===== src/twda_pkg.sv =====
package twda_pkg;

	// field widths of the converter word and of the result
	localparam int RAW_W  = 16;
	localparam int TEMP_W = 14;
	localparam int AVG_W  = 16;

	// default window depth
	localparam int WINDOW_DEF = 16;

	// bit position of the fault flag and the temperature field in the raw word
	localparam int FAULT_POS = 0;
	localparam int TEMP_LSB  = 2;

	// fixed-point scale: average is four times the sum over the count
	localparam int SCALE_SHIFT = 2;

	// sequencer states
	typedef enum logic [2:0] {
		ST_IDLE,
		ST_READ,
		ST_DROP,
		ST_UPDATE,
		ST_START,
		ST_WAIT,
		ST_LOAD
	} twda_state_t;

endpackage


===== src/twda_in_if.sv =====
interface twda_in_if
	import twda_pkg::*;
();
	logic             valid;
	logic             ready;
	logic [RAW_W-1:0] raw_word;

	modport source (output valid, output raw_word, input ready);
	modport sink   (input valid, input raw_word, output ready);
endinterface


===== src/twda_out_if.sv =====
interface twda_out_if
	import twda_pkg::*;
#(
	parameter int CNT_W = 5
) ();
	logic                     valid;
	logic                     ready;
	logic signed [TEMP_W-1:0] temp_quarter;
	logic                     fault;
	logic [CNT_W-1:0]         window_count;
	logic                     average_valid;
	logic signed [AVG_W-1:0]  average_sixteenth;

	modport source (output valid, output temp_quarter, output fault, output window_count,
		output average_valid, output average_sixteenth, input ready);
	modport sink   (input valid, input temp_quarter, input fault, input window_count,
		input average_valid, input average_sixteenth, output ready);
endinterface


===== src/twda_ram.sv =====
module twda_ram #(
	parameter int WIDTH = 14,
	parameter int DEPTH = 16,
	localparam int AW = (DEPTH > 1) ? $clog2(DEPTH) : 1
) (
	input  logic             clk,
	input  logic             we,
	input  logic [AW-1:0]    waddr,
	input  logic [WIDTH-1:0] wdata,
	input  logic [AW-1:0]    raddr,
	output logic [WIDTH-1:0] rdata
);

	logic [WIDTH-1:0] mem [DEPTH];

	// one write port, one registered read port
	always_ff @(posedge clk) begin
		if (we) begin
			mem[waddr] <= wdata;
		end
		rdata <= mem[raddr];
	end

endmodule


===== src/twda_div.sv =====
module twda_div #(
	parameter int DVD_W = 20,
	parameter int DVS_W = 5,
	localparam int STEP_W = $clog2(DVD_W + 1)
) (
	input  logic             clk,
	input  logic             arst_n,
	input  logic             start,
	input  logic [DVD_W-1:0] dividend,
	input  logic [DVS_W-1:0] divisor,
	output logic             busy,
	output logic             done,
	output logic [DVD_W-1:0] quotient
);

	logic [DVS_W-1:0]  rem_q;
	logic [DVD_W-1:0]  quo_q;
	logic [DVS_W-1:0]  dvs_q;
	logic [STEP_W-1:0] step_q;
	logic              done_q;
	logic [DVS_W:0]    trial;
	logic [DVS_W:0]    diff;
	logic              fits;

	// one restoring step: shift in the next dividend bit, try the subtract
	always_comb begin
		trial = {rem_q, quo_q[DVD_W-1]};
		diff  = trial - {1'b0, dvs_q};
		fits  = (trial >= {1'b0, dvs_q});
	end

	// step counter and handshake
	always_ff @(posedge clk or negedge arst_n) begin
		if (!arst_n) begin
			step_q <= '0;
			done_q <= 1'b0;
		end else begin
			done_q <= 1'b0;
			if (start) begin
				step_q <= STEP_W'(DVD_W);
			end else if (step_q != '0) begin
				step_q <= step_q - 1'b1;
				if (step_q == STEP_W'(1)) begin
					done_q <= 1'b1;
				end
			end
		end
	end

	// remainder and quotient shift register
	always_ff @(posedge clk) begin
		if (start) begin
			rem_q <= '0;
			quo_q <= dividend;
			dvs_q <= divisor;
		end else if (step_q != '0) begin
			rem_q <= fits ? diff[DVS_W-1:0] : trial[DVS_W-1:0];
			quo_q <= {quo_q[DVD_W-2:0], fits};
		end
	end

	assign busy     = (step_q != '0);
	assign done     = done_q;
	assign quotient = quo_q;

endmodule


===== src/thermocouple_word_decode_average_unit.sv =====
// path: an accepted beat goes through update, start, divider wait and load to the result beat;
//   a full window first drops its oldest reading; the divider is skipped when no reading is left
// throughput: one beat at a time; the bit-serial divider (one quotient bit a cycle) sets the pace
// a finished result waits in the output register while the next beat is taken
// reset: count, sum, ring position and handshake state clear at once; the window store
//   is not cleared, as no entry is read before it is written
module thermocouple_word_decode_average_unit
	import twda_pkg::*;
#(
	parameter int WINDOW = WINDOW_DEF,
	localparam int IDX_W = (WINDOW > 1) ? $clog2(WINDOW) : 1,
	localparam int CNT_W = $clog2(WINDOW + 1),
	localparam int SUM_W = TEMP_W + $clog2(WINDOW),
	localparam int DVD_W = SUM_W + SCALE_SHIFT
) (
	input  logic              clk,
	input  logic              arst_n,
	twda_in_if.sink           sensor,
	twda_out_if.source        result
);

	localparam logic [IDX_W:0] WIN_EXT  = (IDX_W + 1)'(WINDOW);
	localparam logic [CNT_W-1:0] WIN_CNT = CNT_W'(WINDOW);
	localparam logic [CNT_W-1:0] WIN_DROP = CNT_W'(WINDOW - 1);

	twda_state_t state_q, state_d;

	logic [RAW_W-1:0]         word_q;
	logic [IDX_W-1:0]         oldest_q;
	logic [CNT_W-1:0]         held_q;
	logic signed [SUM_W-1:0]  sum_q;
	logic                     neg_q;

	logic                     word_fault;
	logic signed [TEMP_W-1:0] word_temp;
	logic [IDX_W:0]           oldest_inc;
	logic [IDX_W-1:0]         oldest_next;
	logic [IDX_W:0]           slot_ext;
	logic [IDX_W-1:0]         slot;

	logic                     ram_we;
	logic signed [TEMP_W-1:0] ram_rdata;
	logic                     div_start;
	logic                     div_busy;
	logic                     div_done;
	logic [SUM_W-1:0]         sum_mag;
	logic [DVD_W-1:0]         div_quo;
	logic [DVD_W-1:0]         avg_signed;
	logic                     load_out;

	logic                     out_valid_q;
	logic signed [TEMP_W-1:0] out_temp_q;
	logic                     out_fault_q;
	logic [CNT_W-1:0]         out_count_q;
	logic                     out_avg_valid_q;
	logic signed [AVG_W-1:0]  out_avg_q;

	// decode of the held word
	always_comb begin
		word_fault = word_q[FAULT_POS];
		word_temp  = word_fault ? '0 : $signed(word_q[TEMP_LSB +: TEMP_W]);
	end

	// ring arithmetic: next oldest position and the slot for the new reading
	always_comb begin
		oldest_inc  = {1'b0, oldest_q} + 1'b1;
		oldest_next = (oldest_inc >= WIN_EXT) ? '0 : oldest_inc[IDX_W-1:0];
		slot_ext    = {1'b0, oldest_q} + (IDX_W + 1)'(held_q);
		slot        = (slot_ext >= WIN_EXT) ? IDX_W'(slot_ext - WIN_EXT) : slot_ext[IDX_W-1:0];
	end

	// magnitude of the scaled sum for the divider, sign applied after
	always_comb begin
		sum_mag    = (sum_q < 0) ? SUM_W'(-sum_q) : SUM_W'(sum_q);
		avg_signed = neg_q ? (~div_quo + 1'b1) : div_quo;
	end

	twda_ram #(
		.WIDTH (TEMP_W),
		.DEPTH (WINDOW)
	) u_store (
		.clk   (clk),
		.we    (ram_we),
		.waddr (slot),
		.wdata (word_temp),
		.raddr (oldest_q),
		.rdata (ram_rdata)
	);

	twda_div #(
		.DVD_W (DVD_W),
		.DVS_W (CNT_W)
	) u_div (
		.clk      (clk),
		.arst_n   (arst_n),
		.start    (div_start),
		.dividend ({sum_mag, SCALE_SHIFT'(0)}),
		.divisor  (held_q),
		.busy     (div_busy),
		.done     (div_done),
		.quotient (div_quo)
	);

	// next state
	always_comb begin
		state_d = state_q;
		unique case (state_q)
			ST_IDLE: begin
				if (sensor.valid) begin
					state_d = (held_q == WIN_CNT) ? ST_READ : ST_UPDATE;
				end
			end
			ST_READ:   state_d = ST_DROP;
			ST_DROP:   state_d = ST_UPDATE;
			ST_UPDATE: state_d = ST_START;
			ST_START:  state_d = (held_q == '0) ? ST_LOAD : ST_WAIT;
			ST_WAIT: begin
				if (div_done) begin
					state_d = ST_LOAD;
				end
			end
			ST_LOAD: begin
				if (!out_valid_q || result.ready) begin
					state_d = ST_IDLE;
				end
			end
			default:   state_d = ST_IDLE;
		endcase
	end

	// sequencer outputs
	always_comb begin
		sensor.ready = 1'b0;
		ram_we       = 1'b0;
		div_start    = 1'b0;
		load_out     = 1'b0;
		unique case (state_q)
			ST_IDLE:   sensor.ready = 1'b1;
			ST_UPDATE: ram_we = !word_fault;
			ST_START:  div_start = (held_q != '0);
			ST_LOAD:   load_out = !out_valid_q || result.ready;
			default: begin
				sensor.ready = 1'b0;
			end
		endcase
	end

	// control state
	always_ff @(posedge clk or negedge arst_n) begin
		if (!arst_n) begin
			state_q  <= ST_IDLE;
			oldest_q <= '0;
			held_q   <= '0;
			sum_q    <= '0;
		end else begin
			state_q <= state_d;
			if (state_q == ST_DROP) begin
				sum_q    <= sum_q - SUM_W'(ram_rdata);
				oldest_q <= oldest_next;
				held_q   <= WIN_DROP;
			end else if (state_q == ST_UPDATE && !word_fault) begin
				sum_q  <= sum_q + SUM_W'(word_temp);
				held_q <= held_q + 1'b1;
			end
		end
	end

	// accepted word and sign of the sum
	always_ff @(posedge clk) begin
		if (sensor.valid && sensor.ready) begin
			word_q <= sensor.raw_word;
		end
		if (div_start) begin
			neg_q <= (sum_q < 0);
		end
	end

	// output register
	always_ff @(posedge clk or negedge arst_n) begin
		if (!arst_n) begin
			out_valid_q <= 1'b0;
		end else if (load_out) begin
			out_valid_q <= 1'b1;
		end else if (result.ready) begin
			out_valid_q <= 1'b0;
		end
	end

	always_ff @(posedge clk) begin
		if (load_out) begin
			out_temp_q      <= word_temp;
			out_fault_q     <= word_fault;
			out_count_q     <= held_q;
			out_avg_valid_q <= (held_q != '0);
			out_avg_q       <= (held_q != '0) ? AVG_W'(avg_signed) : '0;
		end
	end

	assign result.valid             = out_valid_q;
	assign result.temp_quarter      = out_temp_q;
	assign result.fault             = out_fault_q;
	assign result.window_count      = out_count_q;
	assign result.average_valid     = out_avg_valid_q;
	assign result.average_sixteenth = out_avg_q;

	// window never holds more than its depth
	a_held_bound: assert property (@(posedge clk) disable iff (!arst_n)
		held_q <= WIN_CNT)
		else $error("window count above depth");

	// no beat is taken while the divider is still working
	a_no_accept_busy: assert property (@(posedge clk) disable iff (!arst_n)
		(sensor.valid && sensor.ready) |-> !div_busy)
		else $error("beat accepted during division");

	// divider finishes only while the sequencer waits for it
	a_done_in_wait: assert property (@(posedge clk) disable iff (!arst_n)
		div_done |-> (state_q == ST_WAIT))
		else $error("divider done outside wait");

	// a full window is always reduced before the new reading is stored
	a_drop_before_store: assert property (@(posedge clk) disable iff (!arst_n)
		ram_we |-> (held_q != WIN_CNT))
		else $error("store written with full window");

	// a presented result is consistent between count and average flag
	a_avg_flag: assert property (@(posedge clk) disable iff (!arst_n)
		out_valid_q |-> (out_avg_valid_q == (out_count_q != '0)))
		else $error("average flag disagrees with count");

endmodule

===== src/flat_wrapper.sv =====
// flat-port wrapper written by rule: the top's interface ports become plain ports
module thermocouple_word_decode_average_unit_flat import twda_pkg::*;
#(
	parameter int WINDOW = WINDOW_DEF,
	localparam int IDX_W = (WINDOW > 1) ? $clog2(WINDOW) : 1,
	localparam int CNT_W = $clog2(WINDOW + 1),
	localparam int SUM_W = TEMP_W + $clog2(WINDOW),
	localparam int DVD_W = SUM_W + SCALE_SHIFT
)
  (clk, arst_n, sensor_valid, sensor_raw_word, sensor_ready, result_valid, result_temp_quarter, result_fault, result_window_count, result_average_valid, result_average_sixteenth, result_ready);
  twda_in_if sensor_i ();
  twda_out_if result_i ();
  input  logic clk;
  input  logic arst_n;
  input wire logic [$bits(sensor_i.valid)-1:0] sensor_valid;
  input wire logic [$bits(sensor_i.raw_word)-1:0] sensor_raw_word;
  output wire logic [$bits(sensor_i.ready)-1:0] sensor_ready;
  output wire logic [$bits(result_i.valid)-1:0] result_valid;
  output wire logic [$bits(result_i.temp_quarter)-1:0] result_temp_quarter;
  output wire logic [$bits(result_i.fault)-1:0] result_fault;
  output wire logic [$bits(result_i.window_count)-1:0] result_window_count;
  output wire logic [$bits(result_i.average_valid)-1:0] result_average_valid;
  output wire logic [$bits(result_i.average_sixteenth)-1:0] result_average_sixteenth;
  input wire logic [$bits(result_i.ready)-1:0] result_ready;
  assign sensor_i.valid = sensor_valid;
  assign sensor_i.raw_word = sensor_raw_word;
  assign sensor_ready = sensor_i.ready;
  assign result_valid = result_i.valid;
  assign result_temp_quarter = result_i.temp_quarter;
  assign result_fault = result_i.fault;
  assign result_window_count = result_i.window_count;
  assign result_average_valid = result_i.average_valid;
  assign result_average_sixteenth = result_i.average_sixteenth;
  assign result_i.ready = result_ready;
  thermocouple_word_decode_average_unit #(.WINDOW(WINDOW)) u_core (.clk(clk), .arst_n(arst_n), .sensor(sensor_i), .result(result_i));
endmodule

===== config.mk =====
export PLATFORM = sky130hd
export DESIGN_NAME = thermocouple_word_decode_average_unit_flat
export DESIGN_NICKNAME = d
export VERILOG_FILES = /design/src/twda_pkg.sv /design/src/twda_in_if.sv /design/src/twda_out_if.sv /design/src/twda_ram.sv /design/src/twda_div.sv /design/src/thermocouple_word_decode_average_unit.sv /design/src/flat_wrapper.sv
export SDC_FILE = /design/constraint.sdc
export NUM_CORES = 1
export LEC_CHECK = 0
export ABC_CLOCK_PERIOD_IN_PS = 4200
export BUFFER_PORTS_ARGS = -buffer_cell sky130_fd_sc_hd__buf_2
export CAP_MARGIN = 20
export CORE_MARGIN = 2
export CORE_UTILIZATION = 45
export CTS_CLUSTER_SIZE = 8
export DETAILED_ROUTE_END_ITERATION = 8
export PLACE_DENSITY_LB_ADDON = 0.25
export SLEW_MARGIN = 15
export SYNTH_ARGS = -nofsm -noshare
export SYNTH_HDL_FRONTEND = slang
export SYNTH_SLANG_ARGS = --single-unit
export TNS_END_PERCENT = 10

===== constraint.sdc =====
create_clock -name clk -period 4.2 [get_ports clk]
set_clock_uncertainty 0.1 [all_clocks]
set_input_delay 0.84 -clock clk [delete_from_list [all_inputs] [get_ports clk]]
set_output_delay 0.84 -clock clk [all_outputs]
set_load 0.02 [all_outputs]

== Word-level counts from Yosys, hierarchy flattened ==
Memories as Yosys holds them, arrays and structs flattened. A register that Yosys moved wholly into a read port is not among the register bits.
Cells that the tools add are included.
Widths: inputs -> output; s select.

* Bits in registers: 121
* Bits in writable memories: 224
* Bits of input ports: 20
* Logic and storage cells: 89
* Memories: 1

* $add $sub $neg: 10
* $lt $le $gt $ge: 4
* Eq/ne operators: 11
* Multiplexer cells: 31
* Bitwise operators: 1
* Reduce and logical (&&, ||, !) cells: 13

{| class="wikitable"
|+ Memories
! memory !! words !! width !! rd ports !! clocked after memory_dff !! write ports !! line !! source
|-
| u_core.u_store.mem || 16 || 14 || 1 || 1 || 1 || twda_ram.sv:14 || <nowiki>logic [WIDTH-1:0] mem [DEPTH];</nowiki>
|}

{| class="wikitable"
|+ Operators with widths
! kind !! count
|-
| $mux 18 || 3
|-
| $mux 20 || 2
|-
| $mux 5 || 5
|-
| $pmux 3 s7 || 1
|-
| $add 18x14->18 || 1
|-
| $lt 18x1->1 const B || 1
|-
| $neg 18->18 || 1
|-
| $sub 18x14->18 || 1
|-
| $add 16x1->16 const B || 1
|-
| $mux 16 || 1
|-
| $not 16->16 || 1
|-
| $mux 14 || 1
|-
| $mux 1 || 11
|-
| $ge 5x5->1 const B || 2
|-
| $reduce_bool 5->1 || 2
|-
| $eq 3x3->1 const B || 3
|-
| $mux 3 || 3
|-
| $mux 4 || 2
|-
| $eq 3x2->1 const B || 2
|-
| $ge 6x5->1 || 1
|-
| $reduce_bool 2->1 || 3
|-
| $add 4x1->5 const B || 1
|-
| $add 4x5->5 || 1
|-
| $add 5x1->5 const B || 1
|-
| 15 further kinds || 19
|}

== Longest topological paths before layout ==
* Depth after elaboration: 4
* Gate-level depth with buffers: 18
* Gate-level depth less buffers: 16

== Cells and area by module ==
Synthesis repeated with hierarchy kept, for this count alone.

* Cells, all modules: 1,003
* Area, all modules: 15,566.2 um^2

{| class="wikitable"
|+ Modules (own cells, without submodules)
! module !! times used !! cells an instance !! area each (um^2)
|-
| twda_ram || 1 || 379 || 8,763.4
|-
| thermocouple_word_decode_average_unit || 1 || 490 || 5,019.8
|-
| twda_div || 1 || 134 || 1,783.0
|}

== Worst setup path before layout ==
OpenSTA, ideal clock, no wires.

* Kind: reg2reg
* Start: register u_core.state_q[2]
* End: register u_core.sum_q[14]
* Arrival: 3.243 ns
* Path slack: 0.723 ns
* Cell stages (with the launch flop): 18
* Period minus slack after synthesis: 3.477 ns
* Cell sequence: dfrtp_1 > clkbuf_1 > nor2_1 > and2_1 > clkbuf_1 > buf_1 > nand2_1 > o21ai_0 > ha_1 > inv_1 > fa_1 > a21o_1 > a21oi_1 > o31ai_1 > a41oi_1 > o21ai_0 > xnor2_1 > o21ai_0

* Word-level cells in the longest chain between the ends: 3

{| class="wikitable"
|+ Ends and longest elaborated chain
! what !! line !! source
|-
| from (decl) || thermocouple_word_decode_average_unit.sv:26 || <nowiki>twda_state_t state_q, state_d;</nowiki>
|-
| from (signal assigned) || thermocouple_word_decode_average_unit.sv:156 || <nowiki>state_q <= state_d;</nowiki>
|-
| $eq 3x2->1 || thermocouple_word_decode_average_unit.sv:161 || <nowiki>end else if (state_q == ST_UPDATE && !word_fault) begin</nowiki>
|-
| $logic_and 1x1->1 || thermocouple_word_decode_average_unit.sv:161 ||
|-
| $reduce_bool 2->1 (no source line) || - ||
|-
| to (signal assigned) || thermocouple_word_decode_average_unit.sv:158 || <nowiki>sum_q <= sum_q - SUM_W'(ram_rdata);</nowiki>
|-
| to (signal assigned) || thermocouple_word_decode_average_unit.sv:162 || <nowiki>sum_q <= sum_q + SUM_W'(word_temp);</nowiki>
|-
| to (decl) || thermocouple_word_decode_average_unit.sv:31 || <nowiki>logic signed [SUM_W-1:0] sum_q;</nowiki>
|}

Parallel ways exist; a longest one is shown, timed or not.
A chain may end at the register's enable or synchronous reset.

== Final worst setup path ==
* Start: register u_core.word_q[6]
* End: register u_core.sum_q[17]

* Word-level cells in the longest chain between the ends: 4

{| class="wikitable"
|+ Ends and longest elaborated chain
! what !! line !! source
|-
| from (decl) || thermocouple_word_decode_average_unit.sv:28 || <nowiki>logic [RAW_W-1:0] word_q;</nowiki>
|-
| from (signal assigned) || thermocouple_word_decode_average_unit.sv:171 || <nowiki>word_q <= sensor.raw_word;</nowiki>
|-
| $mux 14 || thermocouple_word_decode_average_unit.sv:61 || <nowiki>word_temp = word_fault ? '0 : $signed(word_q[TEMP_LSB +: TEMP_W]);</nowiki>
|-
| $add 18x14->18 || thermocouple_word_decode_average_unit.sv:162 ||
|-
| $mux 18 || thermocouple_word_decode_average_unit.sv:161 ||
|-
| $mux 18 || thermocouple_word_decode_average_unit.sv:157 || <nowiki>if (state_q == ST_DROP) begin</nowiki>
|}

No other way between the ends. The select of a mux whose other input is x is not followed.

==> qor.txt <==
Outcome - finished clean
Post-synth EDFFs - 300
Num CTS Buffers - 50
Final setup vio count - 0
Worst hold slack - 0.289 ns
Vias/cell - 5.50
Crit. Startpoint - u_core.word_q[6]
Antenna violations before repair - 0
# diodes - 0
Final setup TNS - 0 ns
Setup crit end kind - register
Place WS - 0.366 ns
DPL Wire Length - 20,400 um
Cells along the critical path - nor3_1, buf_4, o21a_1, o21a_1, nand2_1, mux2_2, o221ai_1, o21ai_0, ha_1, a21oi_1, o21ai_0, a211o_1, a21oi_1, o21ai_0, mux2i_1, xor2_1
CP Launch Type - register
Maximum Capacitance Violations - 0
Postcts setup bufs - 0
Pre-antenna DRT Iters - 5
Hold Buf Count CTS - 0
Count of input and output buffers - 57
Initial DRC count - 596
Worst skew pair latency - 0.58 ns
R2R depth - 16
CTS root buffer - clkbuf_16
DR WL/cell - 20.5 um
Area contributors post-synth - edfxtp_1, mux4_2, dfrtp_1
Slew Viols, Final - 0
Mapped Nets - 1,066
Pleak - 5.84 nW
Arr. time, crit path - 4.14 ns
Final Net Count - 1,169
Least-Margin Pin Slew - 0.938 ns
Largest stage delay, worst path - 0.43 ns
Clk pin slew, worst setup/hold paths - 0.06 ns
Post_cts resized - 0
Most frequent cells in the layout - edfxtp_1, nand2_1, mux4_2
CTS tree - done
Die X-Extent - 189 um
Most common cell after layout, fill and taps aside - edfxtp_1
CTS max path bufs - 3
Syn Area/Cell - 15.3 um^2
Main synth FF type - edfxtp_1
Grt ovf - 0
GRT Total Usage - 18.9%
Mapped Cells - 1,010
H-tree levels - 2
RSZ-0062 raised after global routing - no
Die H - 189 um
Initial core utilization - 45.9%
Global-route wire length before repair - 51,200 um
CP max stage cell - edfxtp_1
Synth area leader - edfxtp_1
Sequential share of the synthesized area - 66.9%
Clock sinks - 358
Post-synthesis async set-or-reset flop share - 10.3%
Ratio of cells with drive above 1 in the final layout - 20.1%
Number of global-route vias before repair - 8,811
Syn Std Cell Area - 15,500 um^2
IO Pins - 59
Placeable Area - 33,700 um^2
Reg-to-Reg Start - u_core.word_q[6]
Cell Pwr Density - 422 nW/um^2
Post-synthesis register bit count - 358
Die area - 35,900 um^2
Row count - 67
Clock period minus worst slack - 3.83 ns
Routability cong. - 0.865
Vias - 8,813
F_max - 261 MHz
Kind of critical path - reg2reg
Crit path max fanout - 7
Power Total - 7.57 mW
Finished Core Util - 53.3%
Top cell type's share of synthesized area - 58.2%
Crit path top cell by count - o21ai_0
Required arrival time at the worst endpoint - 4.51 ns
Worst IR Drop VDD - 0.372 mV
Part of the cycle the worst path needs - 91.1%
DRT antenna net count - 0
Count of different cell masters after synthesis - 56
Final-report hold violation count - 0
Final wirelength - 32,900 um
Hold WC Path Type - in2async
Worst setup margin - 0.373 ns
Relative slew slack - 37.3%
Area grow syn2layout - 16.0%
Largest net degree at the start of global routing - 61
DRC - 0
Yosys warnings - 0
-- synthesized netlist by cell type, types with 2 or more instances --
cell      count
ha_1         33
edfxtp_1    300
buf_1         7
o211ai_1      2
or4_4         2
nand2b_1      8
o21bai_1      2
inv_1        26
and3_1        3
o221ai_1      6
nand3_1      28
a22oi_1       8
dfxtp_1      21
xnor2_1      18
o21a_1        9
nand2_1      71
xor2_1       42
o21ai_0      67
nor2_1       66
nor2b_1      22
fa_1          3
a21oi_1      21
nand4_1       8
or3_1         3
o41ai_1       2
nand3b_1      4
mux2i_1       8
o31ai_1      10
a211oi_1      8
nor3_1       15
and2_1        3
nor4_1        4
mux2_2        2
mux4_2       70
or4_1         5
clkbuf_1     37
dfrtp_1      37
a21o_1       11
-- registers in the layout, indices dropped and copies added (netlist names), 14 cells and up --
name	cells
u_core.u_store.mem	224
u_core.u_div.quotient	20
u_core.u_store.rdata	14
u_core.result.temp_quarter	14
u_core.sum_q	18
u_core.word_q	15
u_core.result.average_sixteenth	16
-- metal layers --
layer / vias to the layer above / GRT usage [%] / share of wire (%)
li1: 4113 / - / -
met1: 4406 / 24.5 / 42
met2: 231 / 32.8 / 51
met3: 63 / 2.97 / 4.5
met4: 0 / 5.55 / 2.4
met5: - / 0 / 0
-- metrics by stage --
| step | instance area, um^2 | cells |
|---|---|---|
| 2_1_floorplan | 15500 | 1010 |
| 4_1_cts | 17900 | 1603 |
| 3_5_place_dp | 16400 | 1509 |
| 3_3_place_gp | 16400 | 1508 |
| 5_1_grt | 17900 | 1603 |
| 6_report | 17900 | 1603 |
-- worst max-delay path, delay by kind of cell (launching register included) --
kind	cells	cell delay (ns)
compound gates	9	1.65
flops	1	0.43
simple gates	2	0.34
fa+ha+maj	1	0.42
xor+xnor	1	0.15
mux	2	0.42
buf+inv	1	0.17
-- final timing paths --
check,endpoint,slack (ns)
min,u_core.sum_q[10],0.29
max,u_core.sum_q[17],0.37
max in group asynchronous,u_core.oldest_q[0],3.08
max reg2reg,u_core.sum_q[17],0.37
min in group clk,u_core.word_q[4],0.35
min reg2reg,u_core.u_div.rem_q[1],0.38
-- cell families (layout without fill, tap and decap cells) --
family,after synthesis,after routing,synth area share [%]
buffers and inverters,70,215,1.70
and+or+nand+nor,247,247,7.65
muxes,80,80,10.9
DFF,358,358,66.9
xor gates and xnor gates,60,60,3.40
adders and majority gates,36,36,3.06
AOI/OAI and AO/OA,159,159,6.41
-- layout make-up --
cell class / instances / area (um^2)
Multi-Input combinational cell: 582 / 4870
Tap cell: 448 / 561
Inverter: 26 / 97.6
Timing Repair Buffer: 95 / 571
Sequential cell: 358 / 10400
Fill cell: 2841 / 15800
Clock inverter: 4 / 83.8
Clock buffer: 90 / 1400
-- power breakdown --
part	switching [mW]	total [mW]	internal [mW]	leakage (nW)
Sequential	0.0000000000000000193	3.81	3.81	3.00
Clock	1.49	3.74	2.25	0.698
Combinational	0.0135	0.0197	0.00613	2.14
Total	1.50	7.57	6.06	5.84
(Power assumes the default switching activity.)
